$ cat src/design/button_debounce_autorepeat_macros.svh
// ----------------------------------------------------------------------------
// Button debounce assertion macros
// Shared concurrent assertion wrappers; compiled out with NO_ASSERTIONS.
// ----------------------------------------------------------------------------
`ifndef BUTTON_DEBOUNCE_AUTOREPEAT_MACROS_SVH
`define BUTTON_DEBOUNCE_AUTOREPEAT_MACROS_SVH

`ifndef NO_ASSERTIONS

// Checked property, disabled while reset is high.
`define BDA_ASSERT(lbl, clk, rst, prop) \
   lbl: assert property (@(posedge clk) disable iff (rst) (prop)) \
      else $error("assertion failed");

// Checked property that also holds during reset.
`define BDA_ASSERT_ALWAYS(lbl, clk, prop) \
   lbl: assert property (@(posedge clk) (prop)) \
      else $error("assertion failed");

`else

`define BDA_ASSERT(lbl, clk, rst, prop)
`define BDA_ASSERT_ALWAYS(lbl, clk, prop)

`endif

`endif

$ cat src/design/bda_pkg.sv
// ----------------------------------------------------------------------------
// Button debounce package
// Types and constants shared by the debounce state machine and the top level.
// ----------------------------------------------------------------------------
package bda_pkg;

   localparam int PAD_W      = 3;
   localparam int NOW_W      = 32;
   localparam int CFG_W      = 16;
   localparam int CSR_IDX_W  = 2;
   localparam int REQ_DATA_W = 40;
   localparam int RSP_DATA_W = 8;

   // Register indexes on the configuration port.
   localparam logic [CSR_IDX_W-1:0] CSR_DEBOUNCE = 2'd0;
   localparam logic [CSR_IDX_W-1:0] CSR_HOLD     = 2'd1;
   localparam logic [CSR_IDX_W-1:0] CSR_REPEAT   = 2'd2;

   // Register reset values in milliseconds.
   localparam logic [CFG_W-1:0] DEBOUNCE_RST = 16'd50;
   localparam logic [CFG_W-1:0] HOLD_RST     = 16'd800;
   localparam logic [CFG_W-1:0] REPEAT_RST   = 16'd200;

   typedef enum logic [1:0] {
      PH_IDLE    = 2'd0,
      PH_BOUNCE  = 2'd1,
      PH_PRESSED = 2'd2
   } phase_type;

   typedef struct packed {
      logic [CFG_W-1:0] debounce_ms;
      logic [CFG_W-1:0] hold_ms;
      logic [CFG_W-1:0] repeat_ms;
   } cfg_type;

endpackage

$ cat src/design/bda_fsm.sv
// ----------------------------------------------------------------------------
// Button debounce state machine
// Holds the phase and timestamps and works out the key for one sample.
// ----------------------------------------------------------------------------
`include "button_debounce_autorepeat_macros.svh"

module bda_fsm
   import bda_pkg::*;
#(
   parameter int TIME_WIDTH = 32
) (
   input  logic                  clock,
   input  logic                  reset,
   input  logic                  step_en,
   input  logic [PAD_W-1:0]      pad_value,
   input  logic [TIME_WIDTH-1:0] now_t,
   input  cfg_type               cfg,
   output logic [PAD_W-1:0]      key_value
);

   phase_type             phase_ff, phase_in;
   logic [TIME_WIDTH-1:0] bounce_start_ff, bounce_start_in;
   logic [TIME_WIDTH-1:0] hold_start_ff, hold_start_in;
   logic [TIME_WIDTH-1:0] repeat_last_ff, repeat_last_in;
   logic [PAD_W-1:0]      latched_ff, latched_in;
   logic                  held_ff, held_in;

   logic debounce_done, hold_done, repeat_done;

   // Subtraction at TIME_WIDTH bits wraps exactly like the timestamp counter.
   assign debounce_done = (now_t - bounce_start_ff) >= TIME_WIDTH'(cfg.debounce_ms);
   assign hold_done     = (now_t - hold_start_ff) >= TIME_WIDTH'(cfg.hold_ms);
   assign repeat_done   = (now_t - repeat_last_ff) >= TIME_WIDTH'(cfg.repeat_ms);

   always_ff @(posedge clock) begin
      if (reset) begin
         phase_ff        <= PH_IDLE;
         bounce_start_ff <= '0;
         hold_start_ff   <= '0;
         repeat_last_ff  <= '0;
         latched_ff      <= '0;
         held_ff         <= 1'b0;
      end else if (step_en) begin
         phase_ff        <= phase_in;
         bounce_start_ff <= bounce_start_in;
         hold_start_ff   <= hold_start_in;
         repeat_last_ff  <= repeat_last_in;
         latched_ff      <= latched_in;
         held_ff         <= held_in;
      end
   end

   always_comb begin
      phase_in        = phase_ff;
      bounce_start_in = bounce_start_ff;
      hold_start_in   = hold_start_ff;
      repeat_last_in  = repeat_last_ff;
      latched_in      = latched_ff;
      held_in         = held_ff;
      key_value       = '0;
      case (phase_ff)
         PH_BOUNCE: begin
            // Samples inside the bounce window are ignored.
            if (debounce_done) begin
               if (pad_value != '0) begin
                  phase_in      = PH_PRESSED;
                  hold_start_in = now_t;
                  latched_in    = pad_value;
                  key_value     = pad_value;
               end else begin
                  phase_in = PH_IDLE;
               end
            end
         end
         PH_PRESSED: begin
            if (pad_value == '0) begin
               phase_in        = PH_BOUNCE;
               bounce_start_in = now_t;
               held_in         = 1'b0;
            end else if (pad_value == latched_ff) begin
               if (!held_ff) begin
                  if (hold_done) begin
                     held_in        = 1'b1;
                     repeat_last_in = now_t;
                     key_value      = pad_value;
                  end
               end else if (repeat_done) begin
                  repeat_last_in = now_t;
                  key_value      = pad_value;
               end
            end
         end
         default: begin
            // Idle, and the unused phase code behaves the same.
            phase_in = PH_IDLE;
            if (pad_value != '0) begin
               phase_in        = PH_BOUNCE;
               bounce_start_in = now_t;
            end
         end
      endcase
   end

   `BDA_ASSERT_ALWAYS(a_held_only_pressed, clock,
      held_ff |-> (phase_ff == PH_PRESSED))
   `BDA_ASSERT(a_key_leaves_pressed, clock, reset,
      (step_en && key_value != '0) |=> (phase_ff == PH_PRESSED))
   `BDA_ASSERT(a_key_is_latched, clock, reset,
      (step_en && key_value != '0) |=> (latched_ff == $past(key_value)))

endmodule

$ cat src/design/button_debounce_autorepeat.sv
// ----------------------------------------------------------------------------
// Button debounce with auto-repeat
// Debounces a 3-bit button pad and repeats a held key at a set interval.
// ----------------------------------------------------------------------------
// Each req transfer carries one pad sample and its millisecond timestamp; each
// one produces exactly one rsp transfer carrying the qualified key, where zero
// means no key this sample. A press is emitted once it has settled for
// debounce_ms, again after hold_ms of holding, then every repeat_ms.
// The result of a sample accepted at one edge is valid after that edge.
// Throughput is one sample per cycle while rsp does not stall, set by the
// single state update between the request and the result register.
// A stalled rsp side holds the result register; a new sample is still taken
// in the cycle the waiting result is transferred, and req_tready drops only
// while a result is held and rsp_tready is low.
// Reset clears the state to idle, empties the result register and loads the
// timing registers with 50, 800 and 200 ms. The user must write the csr port
// only while no sample is in flight; the block itself does not enforce it.
// ----------------------------------------------------------------------------
`include "button_debounce_autorepeat_macros.svh"

module button_debounce_autorepeat
   import bda_pkg::*;
#(
   parameter int TIME_WIDTH = 32
) (
   input  logic                  clock,
   input  logic                  reset,
   input  logic                  req_tvalid,
   output logic                  req_tready,
   input  logic [REQ_DATA_W-1:0] req_tdata,   // pad_value[2:0], now_ms[34:3]
   output logic                  rsp_tvalid,
   input  logic                  rsp_tready,
   output logic [RSP_DATA_W-1:0] rsp_tdata,   // key_value[2:0]
   input  logic                  csr_we,
   input  logic [CSR_IDX_W-1:0]  csr_index,
   input  logic [CFG_W-1:0]      csr_wdata
);

   cfg_type               cfg_ff;
   logic                  rsp_valid_ff;
   logic [PAD_W-1:0]      rsp_key_ff;
   logic                  req_fire;
   logic [PAD_W-1:0]      pad_value;
   logic [TIME_WIDTH-1:0] now_t;
   logic [PAD_W-1:0]      key_value;

   assign pad_value = req_tdata[PAD_W-1:0];
   assign now_t     = TIME_WIDTH'(req_tdata[PAD_W+NOW_W-1:PAD_W]);

   assign req_tready = !rsp_valid_ff || rsp_tready;
   assign req_fire   = req_tvalid && req_tready;

   always_ff @(posedge clock) begin
      if (reset) begin
         cfg_ff.debounce_ms <= DEBOUNCE_RST;
         cfg_ff.hold_ms     <= HOLD_RST;
         cfg_ff.repeat_ms   <= REPEAT_RST;
      end else if (csr_we) begin
         case (csr_index)
            CSR_DEBOUNCE: cfg_ff.debounce_ms <= csr_wdata;
            CSR_HOLD:     cfg_ff.hold_ms     <= csr_wdata;
            CSR_REPEAT:   cfg_ff.repeat_ms   <= csr_wdata;
            default:      ;
         endcase
      end
   end

   bda_fsm #(
      .TIME_WIDTH (TIME_WIDTH)
   ) u_fsm (
      .clock     (clock),
      .reset     (reset),
      .step_en   (req_fire),
      .pad_value (pad_value),
      .now_t     (now_t),
      .cfg       (cfg_ff),
      .key_value (key_value)
   );

   always_ff @(posedge clock) begin
      if (reset) begin
         rsp_valid_ff <= 1'b0;
      end else if (req_fire) begin
         rsp_valid_ff <= 1'b1;
      end else if (rsp_tready) begin
         rsp_valid_ff <= 1'b0;
      end
   end

   always_ff @(posedge clock) begin
      if (req_fire) begin
         rsp_key_ff <= key_value;
      end
   end

   assign rsp_tvalid = rsp_valid_ff;
   assign rsp_tdata  = {{(RSP_DATA_W-PAD_W){1'b0}}, rsp_key_ff};

   `BDA_ASSERT(a_accept_gives_result, clock, reset,
      req_fire |=> rsp_valid_ff)
   `BDA_ASSERT(a_no_accept_while_stalled, clock, reset,
      (rsp_valid_ff && !rsp_tready) |-> !req_fire)

endmodule
$ cat config.mk
export PLATFORM = sky130hd
export DESIGN_NAME = button_debounce_autorepeat
export DESIGN_NICKNAME = d
export VERILOG_FILES = /design/src/design/bda_pkg.sv /design/src/design/bda_fsm.sv /design/src/design/button_debounce_autorepeat.sv
export VERILOG_INCLUDE_DIRS = /design/src /design/src/design
export SDC_FILE = /design/constraint.sdc
export NUM_CORES = 1
export LEC_CHECK = 0
export BUFFER_PORTS_ARGS = -buffer_cell sky130_fd_sc_hd__buf_4
export CORE_MARGIN = 1
export CORE_UTILIZATION = 40
export CTS_CLUSTER_SIZE = 16
export DETAILED_ROUTE_END_ITERATION = 10
export GPL_TIMING_DRIVEN = 1
export PLACE_DENSITY = 0.58
export SLEW_MARGIN = 10
export SYNTH_ARGS = -nofsm -noshare
export SYNTH_HDL_FRONTEND = slang
export SYNTH_HIERARCHICAL = 1
export SYNTH_SLANG_ARGS = --single-unit
$ cat constraint.sdc
create_clock -name clock -period 13.6 [get_ports clock]
set_input_delay 1.36 -clock clock [delete_from_list [all_inputs] [get_ports clock]]
set_output_delay 1.36 -clock clock [all_outputs]
set_load 0.02 [all_outputs]
## Word-level counts from Yosys, hierarchy flattened

Index checks and enable logic that the tools add are counted.

- Flip-flop bits (word level): 154
- Latch bits: 0
- RAM bits: 0
- Bits in read-only memories: 0
- Bits of input ports: 63
- Output and inout port bits: 10
- Logic and storage cells: 70
- Memories: 0

- Add/sub/neg operators: 3
- Multipliers: 0
- Div/mod/pow operators: 0
- Magnitude comparators: 3
- Eq/ne operators: 8
- Shift-type cells: 0
- Muxes and demuxes: 25
- Bitwise logic cells: 2
- Reduce and logical (&&, ||, !) cells: 18

Operators by type and width:

| cell | count |
|---|---|
| $mux W32 | 5 |
| $ge A32 B16 Y1 | 3 |
| $sub A32 B32 Y32 | 3 |
| $pmux W32 S2 | 1 |
| $mux W3 | 7 |
| $reduce_and A4 Y1 | 2 |
| $reduce_bool A2 Y1 | 4 |
| $mux W1 | 7 |
| $mux W2 | 3 |
| $pmux W3 S2 | 1 |
| $reduce_and A2 Y1 | 3 |
| $reduce_and A3 Y1 | 2 |
| $reduce_and A6 Y1 | 1 |
| $eq A2 B1 Y1 const B | 2 |
| $eq A2 B2 Y1 const B | 2 |
| $ne A2 B1 Y1 const B | 2 |
| $pmux W2 S2 | 1 |
| $eq A3 B3 Y1 | 1 |
| $logic_not A3 Y1 | 1 |
| $reduce_bool A3 Y1 | 1 |
| $logic_not A2 Y1 | 1 |
| $ne A2 B2 Y1 const B | 1 |
| $not A1 Y1 | 2 |
| $logic_and A1 B1 Y1 | 1 |
| 2 further kinds | 2 |

## Logic depth before layout (Yosys ltp)

Gate-level depths: netlist of the first run.

- Word-level depth: 7
- Gate-level depth with buffers: 24
- Depth with buffers taken out: 22

## Modules after synthesis

The synthesis of the first run kept the hierarchy.

By module, submodules not included:

| module | times used | cells each | area each (um2) | seq. area each (um2) |
|---|---|---|---|---|
| bda_fsm | 1 | 1518 | 11051.8 | 2042.0 |
| button_debounce_autorepeat | 1 | 201 | 2144.6 | 1071.0 |

## Worst setup path before layout of the first run

OpenSTA, ideal clock, no wires.

- Path kind: input-to-reg
- Start point: in req_tdata[3]
- End point: reg u_fsm.phase_ff[1]
- Arrival time: 5.693 ns
- Path slack: 7.790 ns
- Cell stages on the path: 23
- Buffers on the path: 2
- Path through: inv_1 -> ha_1 -> inv_1 -> fa_1 -> a21o_1 -> a221oi_4 -> o21ai_0 -> nand3_1 -> o21ai_0 -> xor2_1 -> ha_1 -> and4_1 -> and3_1 -> a22o_1 -> nor4_1 -> nand4_1 -> nor4_1 -> nand4_1 -> o41a_1 -> and3_4 -> buf_12 -> buf_12 -> a32o_1

- Cells in the longest elaborated chain, start to end: 4

Ends and longest elaborated chain:

| element | RTL line | RTL |
|---|---|---|
| start: declaration | button_debounce_autorepeat.sv:30 | `input logic [REQ_DATA_W-1:0] req_tdata,` |
| $sub A32 B32 Y32 | bda_fsm.sv:31 | `assign debounce_done = (now_t - bounce_start_ff) >= TIME_WIDTH'(cfg.debounce_ms);` |
| $ge A32 B16 Y1 | bda_fsm.sv:31 |  |
| $ne A2 B1 Y1 (no source line) | n/a |  |
| $reduce_and A3 Y1 (no source line) | n/a |  |
| end signal: assignment | bda_fsm.sv:44 | `phase_ff <= phase_in;` |
| end: declaration | bda_fsm.sv:21 | `phase_type phase_ff, phase_in;` |

No other way between the ends.
A chain may end at the register's enable or synchronous reset.

## Worst setup path in the final report of the first run

- Start point: in req_tdata[3]
- End point: reg u_fsm.repeat_last_ff[10]

- Cells in the longest elaborated chain, start to end: 4
- Elaborated cells between the ends (all ways): 7
- Those cells by class: add/sub: 2; order compare: 2; eq/ne: 1; reduce/logical: 2

Ends and longest elaborated chain:

| element | RTL line | RTL |
|---|---|---|
| $sub A32 B32 Y32, on equally long branches | bda_fsm.sv:33, bda_fsm.sv:32 |  |
| $ge A32 B16 Y1, on equally long branches | bda_fsm.sv:33, bda_fsm.sv:32 |  |
| $ne A2 B2 Y1 (no source line) or $reduce_bool A2 Y1 (tied branches) | n/a |  |
| $reduce_and A6 Y1 (no source line) * | n/a |  |
| end signal: assignment | bda_fsm.sv:47 | `repeat_last_ff <= repeat_last_in;` |
| end: declaration | bda_fsm.sv:24 | `logic [TIME_WIDTH-1:0] repeat_last_ff, repeat_last_in;` |

Mark *: on every way between the ends. The rest lies on a longest branch, timed or not.

==> impl_metrics.py, run 1 <==
metrics = {
    "worst_hold_path": {
        "min-delay-start": "u_fsm/bounce_start_ff[28]",
        "worstHoldPathCells": 2,
        "hold-path-endpoint": "u_fsm/bounce_start_ff[28]",
        "hold_class": "reg2reg",
    },
    "floorplanning": {
        "start_util": 0.406,
        "core_area_um2": 32500,
        "dieArea_um2": 33700,
        "die_h_um": 184,
        "fp-row-count": 66,
        "boundaryPins": 73,
        "dieWidth_um": 184,
    },
    "clocking": {
        "insertion_delay_ns": 0.44,
        "cts-htree-levels": 4,
        "cts_tree": "yes",
        "cts_setup_buffers": 0,
        "cts_resized": 0,
        "clock_path_buffers": 2,
        "clk_pin_slew_worst_paths_ns": 0.07,
        "ctsHoldBuffers": 0,
        "cts_buffers": 17,
        "cts.sinks": 154,
        "root_buffer": "clkbuf_16",
    },
    "detailed_routing": {
        "drc": 0,
        "ant_nets": 0,
        "drt_iter0_drc": 665,
        "firstDrtPassIters": 7,
        "vias": 11700,
        "wl_per_cell_um": 16.2,
        "drt-total-wl_mm": 35.3,
        "viasPerCell": 5.38,
    },
    "flow_run": {
        "maxCapViolations": 0,
    },
    "placement": {
        "dpl.hpwl_mm": 27.9,
        "dp_slack_ns": 6.60,
        "io_buffers": 62,
        "routabilityCongestion": 0.928,
        "place_area_um2": 13800,
    },
    "timing": {
        "finalSetupViolCount": 0,
        "period_share": 0.484,
        "fin_hold_ws_ns": 0.452,
        "setup_tns_ns": 0,
        "finalHoldViolCount": 0,
        "rsz0062_at_grt": "false",
        "tightestPinTransition_ns": 1.12,
        "period_needed_ns": 6.59,
        "final_max_slew_viol_count": 0,
        "setup_slack_ns": 7.01,
        "fmax_ghz": 0.152,
        "skew_ns": 0.0120,
        "slew_headroom": 0.252,
    },
    "layout": {
        "layout_common_cells": "nand2_1 (232), inv_1 (163), dfxtp_1 (151)",
        "nets": 1929,
        "fin_area_um2": 14400,
        "antenna_cells": 0,
        "final_common_cell": "nand2_1",
        "drive_gt1_frac": 0.0669,
        "syn_to_final_growth_pct": 9.16,
    },
    "synthesis": {
        "synth_top_area_frac": 0.229,
        "synth_edf_count": 3,
        "yosys_most_used_dff": "dfxtp_1",
        "synth_area_um2": 13200,
        "synthTopCellsByArea": "dfxtp_1 (23%), ha_1 (14%), mux2i_1 (9.3%), nand2_1 (6.6%), a21oi_1 (5.2%)",
        "yosys.area.top_type": "dfxtp_1",
        "ys_warn_count": 6,
        "syn_area_per_cell_um2": 7.68,
        "ys_async_sr_fraction": 0,
        "syn_inst": 1719,
        "yosysSeqAreaShare": 0.236,
        "ys_ff_latch": 154,
        "synth_cell_types": 78,
    },
    "grt": {
        "grtUsageTotal": 0.213,
        "grt_overflow_total": 0,
        "grt_max_degree": 95,
        "grt_pass1_vias": 11000,
        "antenna_found_initial": 0,
        "grt_pass1_wl_mm": 56.5,
    },
    "pwr": {
        "p_per_area_nw_per_um2": 95.1,
        "vdd.ir_drop.worst_mv": 0.0879,
        "total_power_w": 0.00137,
        "leakagePower_nw": 5.82,
    },
    "worst_setup_path": {
        "r2r-end": "u_fsm/repeat_last_ff[10]",
        "critPathRequiredTime_ns": 13.96,
        "r2r_cells": 19,
        "critPathLaunchType": "input port",
        "ff2ff_setup_slack_ns": 7.83,
        "endpoint_kind": "register",
        "worstSetupPathType": "in2reg",
        "arrival_ns": 6.94,
        "r2r-start": "u_fsm/hold_start_ff[1]",
        "cp_max_fo": 27,
    },
    "outcome": {
        "outcome": "completed",
    },
}
==> sequential cells by signal (all words and copies together), names as in the netlist, 2 cells and up <==
name	count
u_fsm/phase_ff	2
u_fsm/bounce_start_ff	32
u_fsm/hold_start_ff	32
cfg_ff	48
u_fsm/latched_ff	3
rsp_key_ff	3
u_fsm/repeat_last_ff	32
==> kinds of logic after synthesis <==
kind of cell | count (synthesis) | share of synthesized area
DFF | 154 | 0.236
and+or+nand+nor | 586 | 0.213
other | 1 | 0.000284
muxes | 125 | 0.0954
buffers and inverters | 251 | 0.0798
adders and majority gates | 146 | 0.140
xor gates and xnor gates | 70 | 0.0465
AOI/OAI and AO/OA | 386 | 0.189
==> metal layers <==
layer / vias up / part of all wire / GRT usage
li1: 5985 / - / -
met1: 5450 / 0.49 / 0.288
met3: 55 / 0.030 / 0.0218
met2: 204 / 0.46 / 0.352
met5: - / 0 / 0
met4: 0 / 0.023 / 0.0707
==> worst max-delay path, stage by stage <==
cell and delay [ns]:
buf_4 0.11, inv_1 0.11, ha_1 0.25, fa_1 0.41
nor2b_1 0.20, o2111ai_1 0.16, a31oi_1 0.38, nand2b_1 0.18
xor2_1 0.16, ha_1 0.28, and4_1 0.18, and4_1 0.20
a221oi_1 0.42, o22ai_1 0.16, nor4_1 0.31, and4_1 0.24
nand3_1 0.07, nor4_1 0.43, a32oi_1 0.29, nand2_2 0.73
mux2i_1 0.28
==> how the worst max path moves through the flow <==
stage	startpoint	end	cells past startpoint
2_1_floorplan	req_tdata[3]	u_fsm/phase_ff[1]	23
3_3_place_gp	req_tdata[3]	u_fsm/repeat_last_ff[6]	21
3_5_place_dp	req_tdata[3]	u_fsm/repeat_last_ff[10]	21
4_1_cts	req_tdata[3]	u_fsm/repeat_last_ff[10]	21
5_1_grt	req_tdata[3]	u_fsm/repeat_last_ff[20]	21
6_report	req_tdata[3]	u_fsm/repeat_last_ff[10]	21
==> stage by stage <==
stage / cells / utilization
after floorplan: 1723 / -
after global placement: 2143 / 0.425
after detailed placement: 2143 / 0.425
after CTS: 2175 / 0.443
after global routing: 2175 / 0.443
final: 2175 / 0.443
==> cells in the mapped netlist (6+ instances only) <==
cell type / count
a211oi_1: 18
a21o_1: 31
a21oi_1: 136
a31oi_1: 10
and2_1: 9
and3_1: 11
and4_1: 7
buf_2: 10
clkbuf_1: 66
dfxtp_1: 151
ha_1: 143
inv_1: 164
mux2i_1: 122
nand2_1: 232
nand2b_1: 68
nand3_1: 24
nand4_1: 30
nor2_1: 116
nor2b_1: 10
nor3_1: 22
nor3b_1: 6
nor4_1: 14
o2111ai_1: 8
o211ai_1: 14
o21a_1: 30
o21ai_0: 61
o21bai_1: 8
o31ai_1: 9
or3_1: 11
xnor2_1: 43
xor2_1: 27
==> power breakdown <==
part	leakage, nW	total [W]	internal (W)	switching [W]
Sequential	1.26	0.000478	0.000470	0.00000843
Clock	0.284	0.000476	0.000273	0.000203
Combinational	4.28	0.000416	0.000169	0.000247
==> area by class of cell <==
type                            instances  area, µm²
Fill cell                            3385      18100
Timing Repair Buffer                   65        488
Multi-Input combinational cell       1318       9040
Clock buffer                           20        478
Clock inverter                         12        113
Tap cell                              442        553
Sequential cell                       154       3110
Inverter                              164        616
No activity file was read; power rests on OpenSTA's default activity.
==> run 2, diff against run 1 <==
- ABC_AREA: default -> 1
- PLACE_DENSITY: 0.58 -> 0.6
- clock period: 13.6 -> 5.5 ns (I/O delays scaled with it)
==> run 2 against run 1 <==
Against the previous run: wire length is 38% higher; power increased to 2.9 times the previous value; register-to-register slack worse by 6.6 ns; cell area up 15%; utilization fell by 0.11 points; sequential power grew to 2.6 times the previous value; combinational power grew to 3.6 times the previous value; final cell count increased by 47%; critical endpoint is now u_fsm/hold_start_ff[19]; first-iteration DRC count rose by 51%; sequential share of layout area is 2.9 points lower.
==> impl_metrics.py, run 2 <==
metrics = {
    "worst_setup_path": {
        "endpoint_kind": "register",
        "arrival_ns": 4.78,
        "slowest_stage": "fa_1",
        "cp.depth": 25,
        "critPathLaunchType": "input port",
        "slowest_delay_ns": 0.44,
        "r2r_cells": 22,
        "crit_family": "simple AND/OR/NAND/NOR gates",
        "worstSetupPathType": "in2reg",
        "cp_num_buf_inv": 4,
        "critPathRequiredTime_ns": 5.87,
        "cp_max_fo": 40,
    },
    "layout": {
        "fillers": 4162,
        "drive_gt1_frac": 0.0579,
        "top_register": "cfg_ff",
        "fin_cells": 3190,
        "antenna_cells": 0,
        "nets": 2876,
        "seqCellArea_um2": 3110,
        "syn_to_final_growth_pct": 9.13,
        "multi_input_area_um2": 9720,
        "largest_register_ffs": 48,
        "final_common_cell": "nand2_1",
        "layout_common_cells": "nand2_1 (807), inv_1 (502), nor2_1 (299)",
    },
    "grt": {
        "use_met2": 0.430,
        "busiest_layer": "met2",
        "grt_pass1_wl_mm": 76.8,
        "grt_overflow_total": 0,
        "antenna_found_initial": 0,
        "grt.met3_usage": 0.0255,
        "grt_max_degree": 65,
        "grt_pass1_vias": 14700,
        "grtUsageTotal": 0.254,
        "use_met1": 0.343,
    },
    "flow_run": {
        "maxCapViolations": 0,
    },
    "detailed_routing": {
        "firstDrtPassIters": 7,
        "vias": 15800,
        "viasPerCell": 4.95,
        "wl_per_cell_um": 15.2,
        "ant_nets": 0,
        "drc": 0,
        "drt-total-wl_mm": 48.6,
        "drt_iter0_drc": 1001,
    },
    "synthesis": {
        "yosys.area.top_type": "nand2_1",
        "synth_most_common_cell": "nand2_1",
        "syn_inst": 2641,
        "synth_edf_count": 3,
        "yosys_most_used_dff": "dfxtp_1",
        "syn_area_per_cell_um2": 5.76,
        "ys_ff_latch": 154,
        "synth_cell_types": 42,
        "synth_top_area_frac": 0.199,
        "ys_warn_count": 6,
        "yosysSeqAreaShare": 0.205,
        "synth_area_um2": 15200,
        "ys_async_sr_fraction": 0,
        "synthTopCellsByArea": "nand2_1 (20%), dfxtp_1 (20%), inv_1 (12%), ha_1 (12%), nor2_1 (7.5%)",
        "synth_common_cells": "nand2_1 (807), inv_1 (503), nor2_1 (302)",
    },
    "floorplanning": {
        "boundaryPins": 73,
        "dieWidth_um": 197,
        "die_h_um": 197,
        "dieArea_um2": 38800,
        "core_area_um2": 37600,
        "start_util": 0.405,
        "fp-row-count": 71,
    },
    "placement": {
        "routabilityCongestion": 0.946,
        "io_buffers": 62,
        "dp_cells": 3159,
        "dp_slack_ns": 0.680,
        "dpl.hpwl_mm": 40.4,
    },
    "clocking": {
        "ctsHoldBuffers": 0,
        "cts.sinks": 154,
        "clk_pin_slew_worst_paths_ns": 0.07,
        "cts-htree-levels": 4,
        "clock_path_buffers": 2,
        "cts_tree": "yes",
        "cts_setup_buffers": 0,
        "cts_buffers": 17,
        "root_buffer": "clkbuf_16",
        "insertion_delay_ns": 0.45,
        "cts_resized": 0,
    },
    "timing": {
        "skew_ns": 0.0168,
        "setup_slack_ns": 1.10,
        "finalSetupViolCount": 0,
        "fin_hold_ws_ns": 0.306,
        "tightestPinTransition_ns": 1.19,
        "finalHoldViolCount": 0,
        "period_needed_ns": 4.40,
        "final_max_slew_viol_count": 0,
        "rsz0062_at_grt": "false",
        "period_share": 0.801,
        "fmax_ghz": 0.227,
        "slew_headroom": 0.207,
        "setup_tns_ns": 0,
    },
    "pwr": {
        "p_per_area_nw_per_um2": 236,
        "comb_power_share": 0.384,
        "vdd.ir_drop.worst_mv": 0.216,
        "internal_power_w": 0.00234,
        "p_sw_w": 0.00157,
        "p_sw_frac": 0.400,
        "total_power_w": 0.00391,
        "power_frac_seq": 0.313,
        "leakagePower_nw": 8.81,
        "clock_power_share": 0.302,
    },
    "worst_hold_path": {
        "hold_class": "in2reg",
        "worstHoldPathCells": 2,
    },
    "outcome": {
        "outcome": "completed",
    },
}
-- run 2: cell count changes after synthesis, moves of 23 or more --
cell / previous run / this run
clkinv_1: 0 / 23
o21a_1: 30 / 3
xnor2_1: 43 / 3
a21o_1: 31 / 2
nor2_1: 116 / 302
nand4_1: 30 / 60
mux2i_1: 122 / 0
inv_1: 164 / 503
nand2_1: 232 / 807
nand2b_1: 68 / 0
a21oi_1: 136 / 186
clkbuf_1: 66 / 24
nand3_1: 24 / 153
-- run 2: cell families (layout without fill, tap and decap cells) --
logic type / Yosys count / after routing / share of synthesized area
AND/OR/NAND/NOR: 1401 / 1401 / 0.387
buffers and inverters: 601 / 635 / 0.159
AO/OA/AOI/OAI: 289 / 289 / 0.100
flip-flops: 154 / 154 / 0.205
adder cells (fa/ha/maj): 146 / 146 / 0.122
XOR/XNOR: 49 / 49 / 0.0282
other: 1 / 5 / 0.000247
-- run 2: final cells by class --
type / instances / share of cell area
clock inverters: 14 / 0.00927
clock buffers: 17 / 0.0256
flip-flops and latches: 154 / 0.188
inverters: 534 / 0.121
multi-input cells: 1890 / 0.586
repair buffers: 70 / 0.0324
well taps: 511 / 0.0385
-- run 2: path summary, 6_finish.rpt --
kind                            startpoint                       to  slack (ns)
setup / recovery              req_tdata[3]  u_fsm/hold_start_ff[19]        1.10
hold / removal                       reset            u_fsm/held_ff        0.31
setup reg to reg  u_fsm/bounce_start_ff[8]  u_fsm/hold_start_ff[19]        1.22
hold reg to reg                  cfg_ff[6]                cfg_ff[6]        0.46
-- run 2: per-layer routing --
layer  routed length, µm  share of wire
met1               23100           0.48
met4                 966          0.020
met3                1920          0.039
met2               22600           0.47
met5                   0              0
-- run 2: power by group through the flow --
stage / Sequential, W / Clock (W) / Combinational (W)
finish: 0.00123 / 0.00118 / 0.00150
global route: 0.00123 / 0.00126 / 0.00171
CTS: 0.00122 / 0.00121 / 0.00149
detailed placement: 0.00125 / 0 / 0.00148
global placement: 0.00125 / 0 / 0.00146
floorplan: 0.00124 / 0 / 0.00109
-- run 2: stage by stage --
step                area [µm²]   util
floorplan                15200      -
global placement         16000  0.426
detailed placement       16000  0.426
CTS                      16600  0.442
global route             16600  0.442
finish                   16600  0.442
==> run 3, diff against run 2 <==
- clock period: 5.5 -> 3.9 ns (I/O delays scaled with it)
==> run 3 against run 2 <==
Against the previous run: largest cell class unchanged; die area unchanged; cell area increased by 10%; worst setup slack got worse by 0.92 ns; final cell count increased by 4.6%; clock power increased by 36%; via count increased by 3.2%; wire length increased by 4.7%; largest power group unchanged; first-iteration DRC count decreased by 13%; critical path depth decreased by 4; power increased by 47%; clock skew decreased by 0.0020 ns.
==> impl_metrics.py, run 3 (same netlist as run 2, synthesis figures left out) <==
metrics = {
    "worst_setup_path": {
        "cp_cell_sequence": "inv_1 -> ha_1 -> nand2_1 -> inv_1 -> a21oi_1 -> nand2_2 -> xor2_2 -> ha_1 -> a21oi_1 -> nor2_1 -> a211oi_2 -> o21ai_1 -> a21oi_1 -> nand3_1 -> nor2_1 -> buf_4 -> nand3_4 -> buf_12 -> buf_12 -> nand3_1 -> a21oi_1",
        "cp_max_fo": 6,
        "worstSetupPathType": "reg2reg",
        "crit_family": "compound AO/OA/AOI/OAI gates",
        "slowest_delay_ns": 0.40,
        "crit_top_cell": "a21oi_1",
        "cp_num_buf_inv": 5,
        "critPathLaunchType": "register",
        "arrival_ns": 3.92,
        "endpoint_kind": "register",
        "critPathRequiredTime_ns": 4.10,
        "slowest_stage": "dfxtp_1",
    },
    "grt": {
        "grt_pass1_wl_mm": 78.1,
        "grt_overflow_total": 0,
        "grtUsageTotal": 0.258,
        "antenna_found_initial": 0,
        "grt_pass1_vias": 15200,
        "grt_max_degree": 102,
    },
    "layout": {
        "top_register": "cfg_ff",
        "drive_gt1_frac": 0.133,
        "nets": 3024,
        "fin_area_um2": 18300,
        "layout_common_cells": "nand2_1 (789), inv_1 (500), nor2_1 (287)",
        "final_common_cell": "nand2_1",
        "fillers": 4076,
        "syn_to_final_growth_pct": 20.2,
        "antenna_cells": 0,
        "largest_register_ffs": 48,
    },
    "timing": {
        "skew_ns": 0.0147,
        "period_needed_ns": 3.72,
        "slew_headroom": 0.204,
        "finalHoldViolCount": 0,
        "tightestPinTransition_ns": 1.19,
        "fmax_ghz": 0.269,
        "finalSetupViolCount": 0,
        "fin_hold_ws_ns": 0.195,
        "period_share": 0.955,
        "final_max_slew_viol_count": 0,
    },
    "clocking": {
        "cts_tree": "yes",
        "cts-htree-levels": 4,
        "clk_pin_slew_worst_paths_ns": 0.07,
        "cts.sinks": 154,
        "ctsHoldBuffers": 0,
        "root_buffer": "clkbuf_16",
        "insertion_delay_ns": 0.45,
        "clock_path_buffers": 2,
        "cts_buffers": 17,
    },
    "floorplanning": {
        "die_h_um": 197,
        "dieWidth_um": 197,
        "core_area_um2": 37600,
        "fp-row-count": 71,
        "boundaryPins": 73,
        "dieArea_um2": 38800,
        "start_util": 0.405,
    },
    "pwr": {
        "leakagePower_nw": 9.63,
        "power_frac_seq": 0.301,
        "internal_power_w": 0.00344,
        "p_sw_frac": 0.401,
        "vdd.ir_drop.worst_mv": 0.325,
        "clock_power_share": 0.279,
        "p_per_area_nw_per_um2": 314,
        "comb_power_share": 0.420,
        "total_power_w": 0.00575,
        "p_sw_w": 0.00231,
    },
    "placement": {
        "io_buffers": 62,
        "place_area_um2": 17100,
        "dpl.hpwl_mm": 41.4,
        "routabilityCongestion": 0.988,
    },
    "detailed_routing": {
        "ant_nets": 0,
        "vias": 16300,
        "drt-total-wl_mm": 50.8,
        "firstDrtPassIters": 5,
        "wl_per_cell_um": 15.2,
        "drc": 0,
        "drt_iter0_drc": 868,
        "viasPerCell": 4.88,
    },
    "worst_hold_path": {
        "hold_class": "in2reg",
    },
    "outcome": {
        "outcome": "completed",
    },
    "flow_run": {
        "maxCapViolations": 0,
    },
}
## run 3: cell count changes in the layout (fill, tap and decap cells not counted), moves of 7 or more
cell and change:
xor2_1 -9, buf_4 +133, xor2_2 +9, nand2_2 +17
nand3_2 +7, nand2_1 -18, ha_4 +12, nor2_1 -12
ha_1 -14, nand3_1 -8
## run 3: tightest hold or removal path: cells and delay by family
family	cells	cell delay [ns]
buffers and inverters	1	0.12
and+or+nand+nor	2	0.10
## run 3: metal layers
| layer | part of all wire | global-route usage | up-vias |
|---|---|---|---|
| li1 | - | - | 8515 |
| met1 | 0.47 | 0.348 | 7393 |
| met2 | 0.46 | 0.429 | 320 |
| met3 | 0.039 | 0.0231 | 62 |
| met4 | 0.027 | 0.0913 | 0 |
| met5 | 0 | 0 | - |
## run 3: worst paths after layout
kind | slack [ns] | end | from | depth (start not counted)
worst min-delay path | 0.19 | cfg_ff[21] | csr_wdata[5] | 3
worst max register to register | 0.18 | rsp_key_ff[2] | u_fsm/bounce_start_ff[12] | 21
worst max-delay path | 0.18 | rsp_key_ff[2] | u_fsm/bounce_start_ff[12] | 21
worst min register to register | 0.47 | cfg_ff[6] | cfg_ff[6] | 2
## run 3: cell type report
cell class / count / area [µm²] / area share
sequential: 154 / 3120 / 0.170
clock buffer: 17 / 425 / 0.0233
clock inverter: 14 / 126 / 0.00691
multi-input combinational: 1890 / 10100 / 0.554
tap: 511 / 639 / 0.0350
inverter: 534 / 2000 / 0.110
timing repair buffer: 218 / 1840 / 0.101
## run 3: per-stage QoR
stage	setup TNS [ns]	cells	setup WS (ns)	utilization
final	0	3338	0.176	0.487
after global routing	-0.459	3338	-0.0383	0.487
after CTS	0	3326	0.0531	0.470
after detailed placement	-12.61	3295	-0.233	0.455
after global placement	-5.63	3295	-0.118	0.455
after floorplan	0	2645	0.422	-
## run 3: power groups by stage
stage          registers, W  clock network, W  logic (W)
3_3_place_gp        0.00176                 0    0.00226
6_report            0.00173           0.00160    0.00242
5_1_grt             0.00174           0.00169    0.00273
2_1_floorplan       0.00174                 0    0.00153
4_1_cts             0.00173           0.00164    0.00231
3_5_place_dp        0.00176                 0    0.00229
## run 3: what timing repair did
item | 4_1_cts | 5_1_grt
pin swaps | 0 | 12
gates cloned | 0 | 6
endpoints found under the setup margin | 1 | 72
setup buffers | 0 | 6
resized for setup | 1 | 89
